`src/hdl/lse_pkg.sv`:
```
`timescale 1ns / 1ps

package lse_pkg;

  typedef struct packed {
    logic [7:0] red;
    logic [7:0] green;
    logic [7:0] blue;
  } rgb_t;

  localparam logic [2:0] REQ_WRITE       = 3'd0;
  localparam logic [2:0] REQ_READ        = 3'd1;
  localparam logic [2:0] REQ_FILL        = 3'd2;
  localparam logic [2:0] REQ_FADE        = 3'd3;
  localparam logic [2:0] REQ_UNFADE      = 3'd4;
  localparam logic [2:0] REQ_FADE_TRAIL  = 3'd5;
  localparam logic [2:0] REQ_RANGE_FILL  = 3'd6;
  localparam logic [2:0] REQ_RANGE_TRAIL = 3'd7;

  localparam logic [7:0] CH_MAX            = 8'd255;
  localparam logic [7:0] WHEEL_THIRD       = 8'd85;
  localparam logic [7:0] WHEEL_TWO_THIRDS  = 8'd170;
  localparam logic [7:0] PIXEL_COUNT_RESET = 8'd128;

  // Color wheel: each third ramps one channel down and another one up, slope 3.
  function automatic rgb_t wheel_colour(input logic [7:0] p);
    logic [7:0] a;
    logic [7:0] m;
    rgb_t c;
    if (p < WHEEL_THIRD) begin
      a = p;
    end else if (p < WHEEL_TWO_THIRDS) begin
      a = p - WHEEL_THIRD;
    end else begin
      a = p - WHEEL_TWO_THIRDS;
    end
    m = {a[6:0], 1'b0} + a;
    if (p < WHEEL_THIRD) begin
      c.red = CH_MAX - m; c.green = '0; c.blue = m;
    end else if (p < WHEEL_TWO_THIRDS) begin
      c.red = '0; c.green = m; c.blue = CH_MAX - m;
    end else begin
      c.red = m; c.green = CH_MAX - m; c.blue = '0;
    end
    return c;
  endfunction

  // Send a position outside [s, e] back to s; the range may wrap.
  function automatic logic [7:0] bound_range(input logic [7:0] p, input logic [7:0] s,
                                             input logic [7:0] e);
    logic out_of_range;
    if (s <= e) begin
      out_of_range = (p > e) || (p < s);
    end else begin
      out_of_range = (p > e) && (p < s);
    end
    return out_of_range ? s : p;
  endfunction

  function automatic logic [7:0] sub_sat(input logic [7:0] v, input logic [15:0] d);
    return (d >= {8'd0, v}) ? 8'd0 : v - d[7:0];
  endfunction

  function automatic logic [7:0] add_sat(input logic [7:0] v, input logic [7:0] d);
    logic [8:0] t;
    t = {1'b0, v} + {1'b0, d};
    return (t >= {1'b0, CH_MAX}) ? CH_MAX : t[7:0];
  endfunction

endpackage

```
`src/hdl/lse_ram.sv`:
```
`timescale 1ns / 1ps

module lse_ram #(
  parameter int WIDTH = 24,
  parameter int DEPTH = 128
) (
  input  logic                                      clk,
  input  logic                                      wr_en,
  input  logic [(DEPTH > 1 ? $clog2(DEPTH) : 1)-1:0] wr_addr,
  input  logic [WIDTH-1:0]                          wr_data,
  input  logic [(DEPTH > 1 ? $clog2(DEPTH) : 1)-1:0] rd_addr,
  output logic [WIDTH-1:0]                          rd_data
);

  logic [WIDTH-1:0] mem [DEPTH];

  always_ff @(posedge clk) begin
    if (wr_en) begin
      mem[wr_addr] <= wr_data;
    end
    rd_data <= mem[rd_addr];
  end

endmodule

```
`src/hdl/lse_div.sv`:
```
`timescale 1ns / 1ps

// Restoring divider, one quotient bit per cycle.
module lse_div (
  input  logic       clk,
  input  logic       rst,
  input  logic       start,
  input  logic [7:0] dividend,
  input  logic [7:0] divisor,
  output logic       done,
  output logic [7:0] quotient,
  output logic [7:0] remainder
);

  localparam int W  = 8;
  localparam int CW = $clog2(W);

  logic          busy;
  logic [CW-1:0] steps;
  logic [W-1:0]  dvs;
  logic [W:0]    shifted;

  assign shifted = {remainder, quotient[W-1]};

  always_ff @(posedge clk) begin
    if (rst) begin
      busy <= 1'b0;
      done <= 1'b0;
    end else begin
      done <= 1'b0;
      if (start) begin
        busy <= 1'b1;
      end else if (busy && steps == CW'(W - 1)) begin
        busy <= 1'b0;
        done <= 1'b1;
      end
    end
  end

  always_ff @(posedge clk) begin
    if (start) begin
      quotient  <= dividend;
      remainder <= '0;
      dvs       <= divisor;
      steps     <= '0;
    end else if (busy) begin
      steps <= steps + 1'b1;
      if (shifted >= {1'b0, dvs}) begin
        remainder <= W'(shifted - {1'b0, dvs});
        quotient  <= {quotient[W-2:0], 1'b1};
      end else begin
        remainder <= shifted[W-1:0];
        quotient  <= {quotient[W-2:0], 1'b0};
      end
    end
  end

endmodule

```
`src/hdl/led_strip_effect_engine_top.sv`:
```
`timescale 1ns / 1ps

// Sequence: every request divides index by count (S_DIV_POS); write and read then go
// to S_RDO and S_FIN, sweeps run S_RUN and S_DRAIN first, range trail also S_DIV_STEP.
// Throughput: one request at a time; the pixel sweep moves one pixel per cycle through the
// store's read and write ports, and each request runs one or two passes of the divider.
// Reset: pixels read as zero, wheel position 0, pixel_count 128; no clearing pass.
module led_strip_effect_engine_top #(
  parameter int MAX_PIXELS = 128
) (
  input  logic        clk,
  input  logic        rst,
  input  logic        s_axis_tvalid,
  output logic        s_axis_tready,
  // index[6:0], red_in[14:7], green_in[22:15], blue_in[30:23], level[38:31],
  // wheel_start[46:39], wheel_end[54:47], ascending[55], restart[56], zero fill above
  input  logic [63:0] s_axis_tdata,
  // req_type[2:0]
  input  logic [2:0]  s_axis_tuser,
  output logic        m_axis_tvalid,
  input  logic        m_axis_tready,
  // red_out[7:0], green_out[15:8], blue_out[23:16], wheel_now[31:24]
  output logic [31:0] m_axis_tdata,
  input  logic        cfg_valid,
  output logic        cfg_ready,
  input  logic [7:0]  cfg_data
);

  import lse_pkg::*;

  localparam int         AW      = (MAX_PIXELS > 1) ? $clog2(MAX_PIXELS) : 1;
  localparam logic [7:0] CNT_MAX = 8'(MAX_PIXELS);

  typedef enum logic [6:0] {
    S_IDLE     = 7'b0000001,
    S_DIV_POS  = 7'b0000010,
    S_DIV_STEP = 7'b0000100,
    S_RUN      = 7'b0001000,
    S_DRAIN    = 7'b0010000,
    S_RDO      = 7'b0100000,
    S_FIN      = 7'b1000000
  } state_t;

  state_t state;

  logic [7:0] pixel_count;
  logic [7:0] wheel_position;

  // latched request
  logic [2:0] req;
  rgb_t       rgb_in;
  logic [7:0] level;
  logic [7:0] wheel_start;
  logic [7:0] wheel_end;
  logic       ascending;
  logic [7:0] cnt;

  // sweep state
  logic [AW-1:0] pos;
  logic [AW-1:0] p;
  logic [7:0]    k;
  logic [15:0]   d;
  logic [7:0]    wp;
  logic [7:0]    step;

  // write-back stage
  logic          s1_valid;
  logic [AW-1:0] s1_addr;
  logic [15:0]   s1_d;
  logic [7:0]    s1_wp;

  logic [MAX_PIXELS-1:0] pix_valid;
  logic                  rd_valid;

  logic          ram_we;
  logic [AW-1:0] ram_waddr;
  rgb_t          ram_wdata;
  logic [AW-1:0] ram_raddr;
  logic [23:0]   ram_rdata;

  logic       div_start;
  logic [7:0] div_dividend;
  logic [7:0] div_divisor;
  logic       div_done;
  logic [7:0] div_quo;
  logic [7:0] div_rem;

  logic       out_valid;
  rgb_t       out_rgb;
  logic [7:0] out_wheel;

  logic       in_accept;
  logic [7:0] cnt_eff;
  logic [7:0] fill_pos;
  logic [8:0] p_inc;
  logic [AW-1:0] p_next;
  rgb_t       old_px;
  rgb_t       new_px;
  logic       out_free;

  assign s_axis_tready = (state == S_IDLE);
  assign in_accept     = s_axis_tvalid && s_axis_tready;
  assign cfg_ready     = 1'b1;
  assign m_axis_tvalid = out_valid;
  assign m_axis_tdata  = {out_wheel, out_rgb.blue, out_rgb.green, out_rgb.red};
  assign out_free      = !out_valid || m_axis_tready;

  always_comb begin
    if (pixel_count == 8'd0) begin
      cnt_eff = 8'd1;
    end else if (pixel_count > CNT_MAX) begin
      cnt_eff = CNT_MAX;
    end else begin
      cnt_eff = pixel_count;
    end
  end

  assign fill_pos = s_axis_tdata[56] ? s_axis_tdata[46:39] : wheel_position;

  // walk one pixel along the strip with wrap
  always_comb begin
    p_inc = 9'(p) + 9'd1;
    if (ascending) begin
      p_next = (p_inc >= {1'b0, cnt}) ? '0 : p_inc[AW-1:0];
    end else begin
      p_next = (p == '0) ? AW'(cnt - 8'd1) : p - 1'b1;
    end
  end

  // divider: index mod count first, then the trail step
  assign div_start    = in_accept ||
                        (state == S_DIV_POS && div_done && req == REQ_RANGE_TRAIL);
  assign div_dividend = (state == S_IDLE) ? {1'b0, s_axis_tdata[6:0]}
                                          : wheel_end - wheel_start;
  assign div_divisor  = (state == S_IDLE) ? cnt_eff : cnt;

  lse_div u_div (
    .clk       (clk),
    .rst       (rst),
    .start     (div_start),
    .dividend  (div_dividend),
    .divisor   (div_divisor),
    .done      (div_done),
    .quotient  (div_quo),
    .remainder (div_rem)
  );

  always_comb begin
    old_px = rd_valid ? rgb_t'(ram_rdata) : '0;
    unique case (req)
      REQ_FADE, REQ_FADE_TRAIL: begin
        new_px.red   = sub_sat(old_px.red, s1_d);
        new_px.green = sub_sat(old_px.green, s1_d);
        new_px.blue  = sub_sat(old_px.blue, s1_d);
      end
      REQ_UNFADE: begin
        new_px.red   = add_sat(old_px.red, level);
        new_px.green = add_sat(old_px.green, level);
        new_px.blue  = add_sat(old_px.blue, level);
      end
      REQ_RANGE_FILL, REQ_RANGE_TRAIL: new_px = wheel_colour(s1_wp);
      default: new_px = rgb_in;
    endcase
  end

  always_comb begin
    if (state == S_DIV_POS && div_done && req == REQ_WRITE) begin
      ram_we    = 1'b1;
      ram_waddr = div_rem[AW-1:0];
      ram_wdata = rgb_in;
    end else begin
      ram_we    = s1_valid;
      ram_waddr = s1_addr;
      ram_wdata = new_px;
    end
    ram_raddr = (state == S_RUN) ? p : pos;
  end

  lse_ram #(
    .WIDTH (24),
    .DEPTH (MAX_PIXELS)
  ) u_store (
    .clk     (clk),
    .wr_en   (ram_we),
    .wr_addr (ram_waddr),
    .wr_data (ram_wdata),
    .rd_addr (ram_raddr),
    .rd_data (ram_rdata)
  );

  // never-written pixels read as zero
  always_ff @(posedge clk) begin
    if (rst) begin
      pix_valid <= '0;
      rd_valid  <= 1'b0;
    end else begin
      if (ram_we) begin
        pix_valid[ram_waddr] <= 1'b1;
      end
      rd_valid <= pix_valid[ram_raddr];
    end
  end

  always_ff @(posedge clk) begin
    if (rst) begin
      state          <= S_IDLE;
      pixel_count    <= PIXEL_COUNT_RESET;
      wheel_position <= '0;
      s1_valid       <= 1'b0;
      out_valid      <= 1'b0;
    end else begin
      if (cfg_valid && cfg_ready) begin
        pixel_count <= cfg_data;
      end
      s1_valid <= (state == S_RUN);
      // load a new result or drop the one just taken
      if (state == S_FIN && out_free) begin
        out_valid <= 1'b1;
      end else if (out_valid && m_axis_tready) begin
        out_valid <= 1'b0;
      end

      unique case (state)
        S_IDLE: begin
          if (in_accept) begin
            if (s_axis_tuser == REQ_RANGE_FILL) begin
              wheel_position <= bound_range(fill_pos + 8'd1, s_axis_tdata[46:39],
                                            s_axis_tdata[54:47]);
            end
            state <= S_DIV_POS;
          end
        end
        S_DIV_POS: begin
          if (div_done) begin
            priority if (req == REQ_WRITE || req == REQ_READ) begin
              state <= S_RDO;
            end else if (req == REQ_RANGE_TRAIL) begin
              state <= S_DIV_STEP;
            end else begin
              state <= S_RUN;
            end
          end
        end
        S_DIV_STEP: begin
          if (div_done) begin
            state <= S_RUN;
          end
        end
        S_RUN: begin
          if (k == cnt - 8'd1) begin
            state <= S_DRAIN;
          end
        end
        S_DRAIN: state <= S_RDO;
        S_RDO:   state <= S_FIN;
        S_FIN: begin
          if (out_free) begin
            state <= S_IDLE;
          end
        end
        default: state <= S_IDLE;
      endcase
    end
  end

  always_ff @(posedge clk) begin
    s1_addr <= p;
    s1_d    <= d;
    s1_wp   <= wp;

    unique case (state)
      S_IDLE: begin
        if (in_accept) begin
          req          <= s_axis_tuser;
          rgb_in.red   <= s_axis_tdata[14:7];
          rgb_in.green <= s_axis_tdata[22:15];
          rgb_in.blue  <= s_axis_tdata[30:23];
          level        <= s_axis_tdata[38:31];
          wheel_start  <= s_axis_tdata[46:39];
          wheel_end    <= s_axis_tdata[54:47];
          ascending    <= s_axis_tdata[55];
          cnt          <= cnt_eff;
          k            <= '0;
          step         <= '0;
          d            <= (s_axis_tuser == REQ_FADE_TRAIL) ? 16'd0
                                                           : {8'd0, s_axis_tdata[38:31]};
          wp           <= (s_axis_tuser == REQ_RANGE_FILL) ? fill_pos : s_axis_tdata[46:39];
        end
      end
      S_DIV_POS: begin
        if (div_done) begin
          pos <= div_rem[AW-1:0];
          p   <= div_rem[AW-1:0];
        end
      end
      S_DIV_STEP: begin
        if (div_done) begin
          step <= div_quo;
        end
      end
      S_RUN: begin
        k <= k + 8'd1;
        p <= p_next;
        if (req == REQ_FADE_TRAIL) begin
          d <= d + {8'd0, level};
        end
        if (req == REQ_RANGE_TRAIL) begin
          wp <= bound_range(wp + step, wheel_start, wheel_end);
        end
      end
      S_FIN: begin
        if (out_free) begin
          out_rgb   <= rd_valid ? rgb_t'(ram_rdata) : '0;
          out_wheel <= wheel_position;
        end
      end
      default: begin
      end
    endcase
  end

endmodule
```
`config.mk`:
```
export PLATFORM = sky130hd
export DESIGN_NAME = led_strip_effect_engine_top
export DESIGN_NICKNAME = d
export VERILOG_FILES = /design/src/hdl/lse_pkg.sv /design/src/hdl/lse_ram.sv /design/src/hdl/lse_div.sv /design/src/hdl/led_strip_effect_engine_top.sv
export SDC_FILE = /design/constraint.sdc
export NUM_CORES = 2
export LEC_CHECK = 0
export ABC_AREA = 0
export BUFFER_PORTS_ARGS = -buffer_cell sky130_fd_sc_hd__buf_4
export CAP_MARGIN = 25
export CORE_ASPECT_RATIO = 0.8
export CORE_MARGIN = 3
export CORE_UTILIZATION = 50
export DETAILED_ROUTE_END_ITERATION = 16
export GPL_TIMING_DRIVEN = 0
export PLACE_DENSITY_LB_ADDON = 0.1
export SLEW_MARGIN = 0
export SYNTH_ARGS = -nofsm -noshare
export SYNTH_HDL_FRONTEND = slang
export SYNTH_HIERARCHICAL = 1
export SYNTH_SLANG_ARGS = --single-unit
export TNS_END_PERCENT = 5
```
`constraint.sdc`:
```
create_clock -name clk -period 7.4 [get_ports clk]
set_input_delay 0.37 -clock clk [delete_from_list [all_inputs] [get_ports clk]]
set_output_delay 0.37 -clock clk [all_outputs]
set_load 0.02 [all_outputs]
```
Word level (Yosys, flattened, before mapping)

Memories as Yosys holds them, arrays and structs flattened. A register that Yosys moved wholly into a read port is not among the register bits.
Cells that the tools add are included.

Order comparisons: 20
Shift-type cells: 0
Equality and inequality tests: 24
Bitwise logic cells: 1
Reduce and logical (&&, ||, !) cells: 38
Add/sub/neg operators: 20
Multiplexer cells: 72
Multiply operators: 0
Divide/modulo/power cells: 0

Operators by type and width:

| operator              | count |
|---|---|
| $mux W8               | 25 |
| $or A128 B128 Y128    | 1 |
| $mux W24              | 4 |
| $mux W7               | 11 |
| $pmux W24 S3          | 1 |
| $pmux W7 S7           | 1 |
| $ge A16 B8 Y1         | 3 |
| $pmux W8 S2           | 3 |
| $sub A8 B8 Y8         | 5 |
| $mux W16              | 2 |
| $pmux W16 S2          | 1 |
| $add A8 B8 Y9         | 3 |
| $ge A9 B8 Y1 const B  | 3 |
| $eq A3 B3 Y1 const B  | 7 |
| $mux W1               | 19 |
| $add A16 B8 Y16       | 1 |
| $add A8 B1 Y8 const B | 2 |
| $add A8 B8 Y8         | 2 |
| $gt A8 B8 Y1          | 2 |
| $le A8 B8 Y1          | 2 |
| $lt A7 B8 Y1 const B  | 2 |
| $lt A8 B8 Y1          | 2 |
| $pmux W7 S2           | 1 |
| $ne A2 B1 Y1 const B  | 6 |
| other kinds (39)      | 66 |

Word-level logic and storage cells: 211
Memories kept: 1
Output and inout bits: 35
Register bits after elaboration: 360
Bits in latches: 0
Memory bits (writable): 3072
Input bits: 80
ROM bits: 0

Memory list:

| name        | depth | width | rd ports | clocked after Yosys merged registers in | wr ports | line          | RTL |
|---|---|---|---|---|---|---|---|
| u_store.mem | 128   | 24    | 1        | 1                                       | 1        | lse_ram.sv:15 | `logic [WIDTH-1:0] mem [DEPTH];` |

Depth between registers and ports, before layout

Depth in word-level cells: 10
Gate-level depth with buffers: 21
Gate-level depth less buffers: 21

By module

The synthesis kept the hierarchy.

Modules (own cells, without submodules):

| module                      | seq. area each (um^2) | cells an instance | area an instance (um^2) | times used |
|---|---|---|---|---|
| lse_ram                     | 92728.9               | 4538              | 117381.3                | 1 |
| led_strip_effect_engine_top | 8087.8                | 2088              | 19224.7                 | 1 |
| lse_div                     | 740.7                 | 142               | 1551.5                  | 1 |

Least setup slack after synthesis

No wires, ideal clock.

Path type: register -> register
Start: register s1_wp[0]
End: memory u_store.mem[0][22], data pin
Data arrival time: 7.206 ns
Setup slack: -0.775 ns
Stages on the path, launching flop included: 20
Data required time: 6.431 ns
Path buffers: 1
Clock period less this slack: 8.175 ns
Setup time: 0.969 ns
Cells stage by stage: dfxtp_1 > inv_1 > ha_1 > nor2b_1 > o21ai_0 > nand2_1 > a21oi_1 > clkbuf_1 > a211oi_1 > a31o_2 > ha_1 > a21o_1 > a21oi_1 > o21bai_1 > a21oi_1 > xor2_1 > nand2_1 > o21ai_0 > a21oi_1 > a31oi_1

RTL lines:

| element                | line                               | RTL |
|---|---|---|
| start, declared        | led_strip_effect_engine_top.sv:70  | `logic [7:0] s1_wp;` |
| start signal, assigned | led_strip_effect_engine_top.sv:269 | `s1_wp <= wp;` |
| end, declared          | lse_ram.sv:15                      |  |

Final worst setup path

Start: register state[6]
End: register u_store.rd_data[16] (read register of u_store.mem)

Cells in the longest elaborated chain, start to end: 2

Ends and longest elaborated chain:

| element                | line                               | RTL |
|---|---|---|
| start, declared        | led_strip_effect_engine_top.sv:44  | `state_t state;` |
| start signal, assigned | led_strip_effect_engine_top.sv:206 | `state <= S_IDLE;` |
| start signal, assigned | led_strip_effect_engine_top.sv:230 | `state <= S_DIV_POS;` |
| start signal, assigned | led_strip_effect_engine_top.sv:236 | `state <= S_RDO;` |
| $eq A7 B4 Y1           | led_strip_effect_engine_top.sv:176 | `ram_raddr = (state == S_RUN) ? p : pos;` |
| $mux W7                | led_strip_effect_engine_top.sv:176 |  |
| net ram_raddr[0]       | led_strip_effect_engine_top.sv:78  | `logic [AW-1:0] ram_raddr;` |
| end, declared          | lse_ram.sv:12                      | `output logic [WIDTH-1:0] rd_data` |

The timed path passes the listed nets, and every way through them passes these cells.
A chain may end at the register's enable or synchronous reset.

==> impl_metrics.tcl <==
set metrics [dict create \
    slew_violations 0 \
    clock_sinks 3456 \
    wirelength_um 386000 \
    crit_fanout 11 \
    hold_path.class "input pin to flop" \
    die_x_um 594 \
    setup_violations 0 \
    synth_top_area_cell "edfxtp_1" \
    yosysWarnings 6 \
    critPathKind "flop to flop" \
    synth_ff_type "edfxtp_1" \
    fin_crit_sh_pct 93.2 \
    numCtsBuffers 342 \
    fillers 19649 \
    crit_top_cell "buf_2" \
    postRouteAntennaNets 0 \
    place_ws_ns 0.516 \
    hold_violations 0 \
    clk_path_buf_depth 4 \
    synth-simple-area-share_pct 2.64 \
    top_usage_layer "met1" \
    use_met3_pct 5.89 \
    synth-edff-count 3234 \
    final_cells 11506 \
    seq_area_frac_synth_pct 73.5 \
    synth_xor_area_share_pct 0.758 \
    clk_latency_ns 0.90 \
    synth_compound_area_share_pct 2.73 \
    r2r-start "state[6]$_SDFFE_PP0P_" \
    core_area_um2 273000 \
    worstPathArrival_ns 7.64 \
    drcViolationCount 0 \
    p_sw_mw 10.1 \
    grt_util_met1_pct 44.1 \
    p_int_mw 33.4 \
    slew-limit-headroom_pct 15.2 \
    holdCritStartpoint "cfg_valid" \
    setup_slack_ns 0.501 \
    gr-total-overflow 0 \
    rrSetupSlack_ns 0.50 \
    synth_common_cells "edfxtp_1 (3234), mux4_2 (1014), nor2_1 (394), a21oi_1 (232), dfxtp_1 (222)" \
    first_iter_violations 10191 \
    irDropWorstVdd_mv 0.199 \
    fmax_mhz 145 \
    synth_mux_area_share_pct 17.4 \
    vias_per_cell 6.36 \
    min_path_cells 3 \
    holdPathEnd "pixel_count[1]$_SDFFE_PP0P_" \
    worst_path_largest_cell_delay_ns 0.82 \
    switching_share_pct 23.2 \
    synthCells 6768 \
    tightest_slew_ns 1.27 \
    cp_cell_sequence "buf_2 -> or4b_4 -> buf_6 -> nor3_4 -> nor2_4 -> clkinv_4 -> buf_4 -> buf_2 -> clkbuf_1 -> buf_2 -> buf_2 -> buf_2 -> mux4_2 -> mux4_2 -> mux4_2 -> mux2_2" \
    pwr-share-clk_pct 38.7 \
    drv_cap 0 \
    hpwl_um 268000 \
    grt_pass1_wl_um 544000 \
    r2r-end "u_store/rd_data[16]$_DFF_P_" \
    crit_family "buffers and inverters" \
    clock_tree.root_cell "clkbuf_16" \
    die-area_um2 283000 \
    synth_top_area_share_pct 70.3 \
    finalClockSkew_ns 0.0523 \
    endpoint_kind "flop" \
    io_buffer_count 104 \
    worst_ep_required_time_ns 8.14 \
    use_met2_pct 37.9 \
    syn_to_final_growth_pct 16.6 \
    antenna_found_initial 49 \
    synth_top_family_by_area "multiplexers" \
    p_comb_share_pct 8.9 \
    p_per_area_nw_per_um2 270 \
    synth.cell_area_um2 138000 \
    rsz0062_at_grt "no" \
    synth.distinct_cells 96 \
    synth_fa_ha_area_share_pct 1.52 \
    status "finished, final reports clean" \
    post_drt_wl_per_cell_um 33.5 \
    grtUsageTotal_pct 27.2 \
    syn-num-nets 7007 \
    start_util_pct 50.6 \
    post_cts_buffers 0 \
    dp_cells 10769 \
    num_vias 73122 \
    clkTransAtPathRegs_ns 0.06 \
    synth.most_common_cell "edfxtp_1" \
    pwr-share-seq_pct 52.4 \
    grt_start_max_net_pins 81 \
    period_minus_slack_ns 6.90 \
    finalNetCount 7815 \
    drive_gt1_share_pct 28.1 \
    drtPass1Iterations 6 \
    htreeDepth 5 \
    die_h_um 476 \
    first_global_vias 70063 \
    gp_congestion 0.886 \
    io_pins 115 \
    ys_seq_elements 3456 \
    path_buf_inv 9 \
    p_leak_nw 52.1 \
    ys_async_sr_fraction_pct 0 \
    syn_avg_cell_area_um2 20.4 \
    cts_tree "yes" \
    placementRows 171 \
    synth_top_cells_by_area "edfxtp_1 (70%), mux4_2 (17%), dfxtp_1 (3.2%)" \
    crit_slowest_cell "buf_2" \
    ff2ff_path_depth 16 \
    setup.worst_path.start_class "flop" \
]
-- timing repair --
action                                  4_1_cts  5_1_grt
gates resized for setup                       0        0
endpoints found under the hold margin        91        0
hold buffers                                 77        0
endpoints found under the setup margin        0        0
-- sequential cells by signal (all words and copies together), names as in the netlist, 16 cells and up --
| register | flops |
|---|---|
| pix_valid | 128 |
| s1_d | 16 |
| rgb_in | 24 |
| u_store/mem | 3072 |
| u_store/rd_data | 24 |
| d | 16 |
| m_axis_tdata | 24 |
-- worst min-delay path: stages --
cell and delay (ns):
clkbuf_1 0.25, mux2i_1 0.19, nor2_1 0.09
-- placed cells by master (no fill, tap or decap), drive strengths merged, types with 19 or more instances in the layout --
cell,n
a211oi,28
a21o,37
a21oi,235
a221oi,19
a31oi,30
buf,506
clkbuf,666
clkinv,136
dfxtp,222
diode,26
dlygate4sd3,77
edfxtp,3234
ha,154
inv,163
mux2,44
mux2i,68
mux4,1014
nand2,172
nand2b,20
nand3,50
nand4,22
nor2,396
nor2b,29
nor3,39
o21ai,111
xnor2,78
xor2,39
-- final cells by class --
type                       count  area [µm²]  share of cell area, %
clock buffer                 447        9450                   5.87
buffer                       338        1460                  0.905
timing repair buffer         464        6380                   3.96
multi-input combinational   2820       35700                   22.2
sequential                  3456      102000                   63.1
tap                         3633        4550                   2.82
clock inverter               168        1260                  0.780
inverter                     154         583                  0.362
antenna                       26        65.1                 0.0404
-- power by group through the flow --
stage	clock (mW)	combinational, mW	sequential [mW]
6_report	16.8	3.88	22.8
5_1_grt	17.9	4.17	22.8
4_1_cts	17.1	3.85	22.8
3_5_place_dp	0	3.81	23.2
3_3_place_gp	0	3.03	24.0
2_1_floorplan	0	1.79	23.5
-- routing by layer --
metal	up-vias	routed length [µm]
met5	-	21
met2	3667	164000
met3	476	41300
li1	29653	-
met4	4	8930
met1	39322	171000
-- worst max path at each step --
stage	endpoint	cells after the start	startpoint	slack, ns
after global placement	u_store/mem[80][16]$_DFFE_PP_	13	rd_valid$_SDFF_PP0_	-8.16
after global routing	u_store/rd_data[15]$_DFF_P_	15	p[0]$_DFFE_PP_	0.32
after floorplan	u_store/mem[0][23]$_DFFE_PP_	21	s1_wp[0]$_DFF_P_	-0.69
after detailed placement	u_store/rd_data[15]$_DFF_P_	16	state[6]$_SDFFE_PP0P_	0.52
after CTS	u_store/rd_data[16]$_DFF_P_	16	state[6]$_SDFFE_PP0P_	0.48
final	u_store/rd_data[16]$_DFF_P_	16	state[6]$_SDFFE_PP0P_	0.50
-- through the flow --
step / hold slack, ns / utilization [%] / power [mW] / cell area, µm² / TNS (ns)
global route: 0.0778 / 58.9 / 44.9 / 161000 / 0
detailed placement: 0.362 / 54.6 / 27.0 / 149000 / 0
finish: 0.0702 / 58.9 / 43.5 / 161000 / 0
global placement: 0.362 / 52.5 / 27.0 / 143000 / -
CTS: 0.00163 / 58.8 / 43.8 / 161000 / 0
floorplan: 0.346 / - / 25.3 / 138000 / -236.27
-- kinds of logic (layout without fill, tap and decap cells) --
kind of cell | Yosys count | count (layout)
flops | 3456 | 3456
fa+ha+maj | 166 | 166
simple gates | 808 | 808
xor+xnor | 118 | 118
other cells | 1 | 27
compound gates | 601 | 601
mux | 1126 | 1126
buf+inv | 492 | 1571
Power figures use the tool's default switching activity.
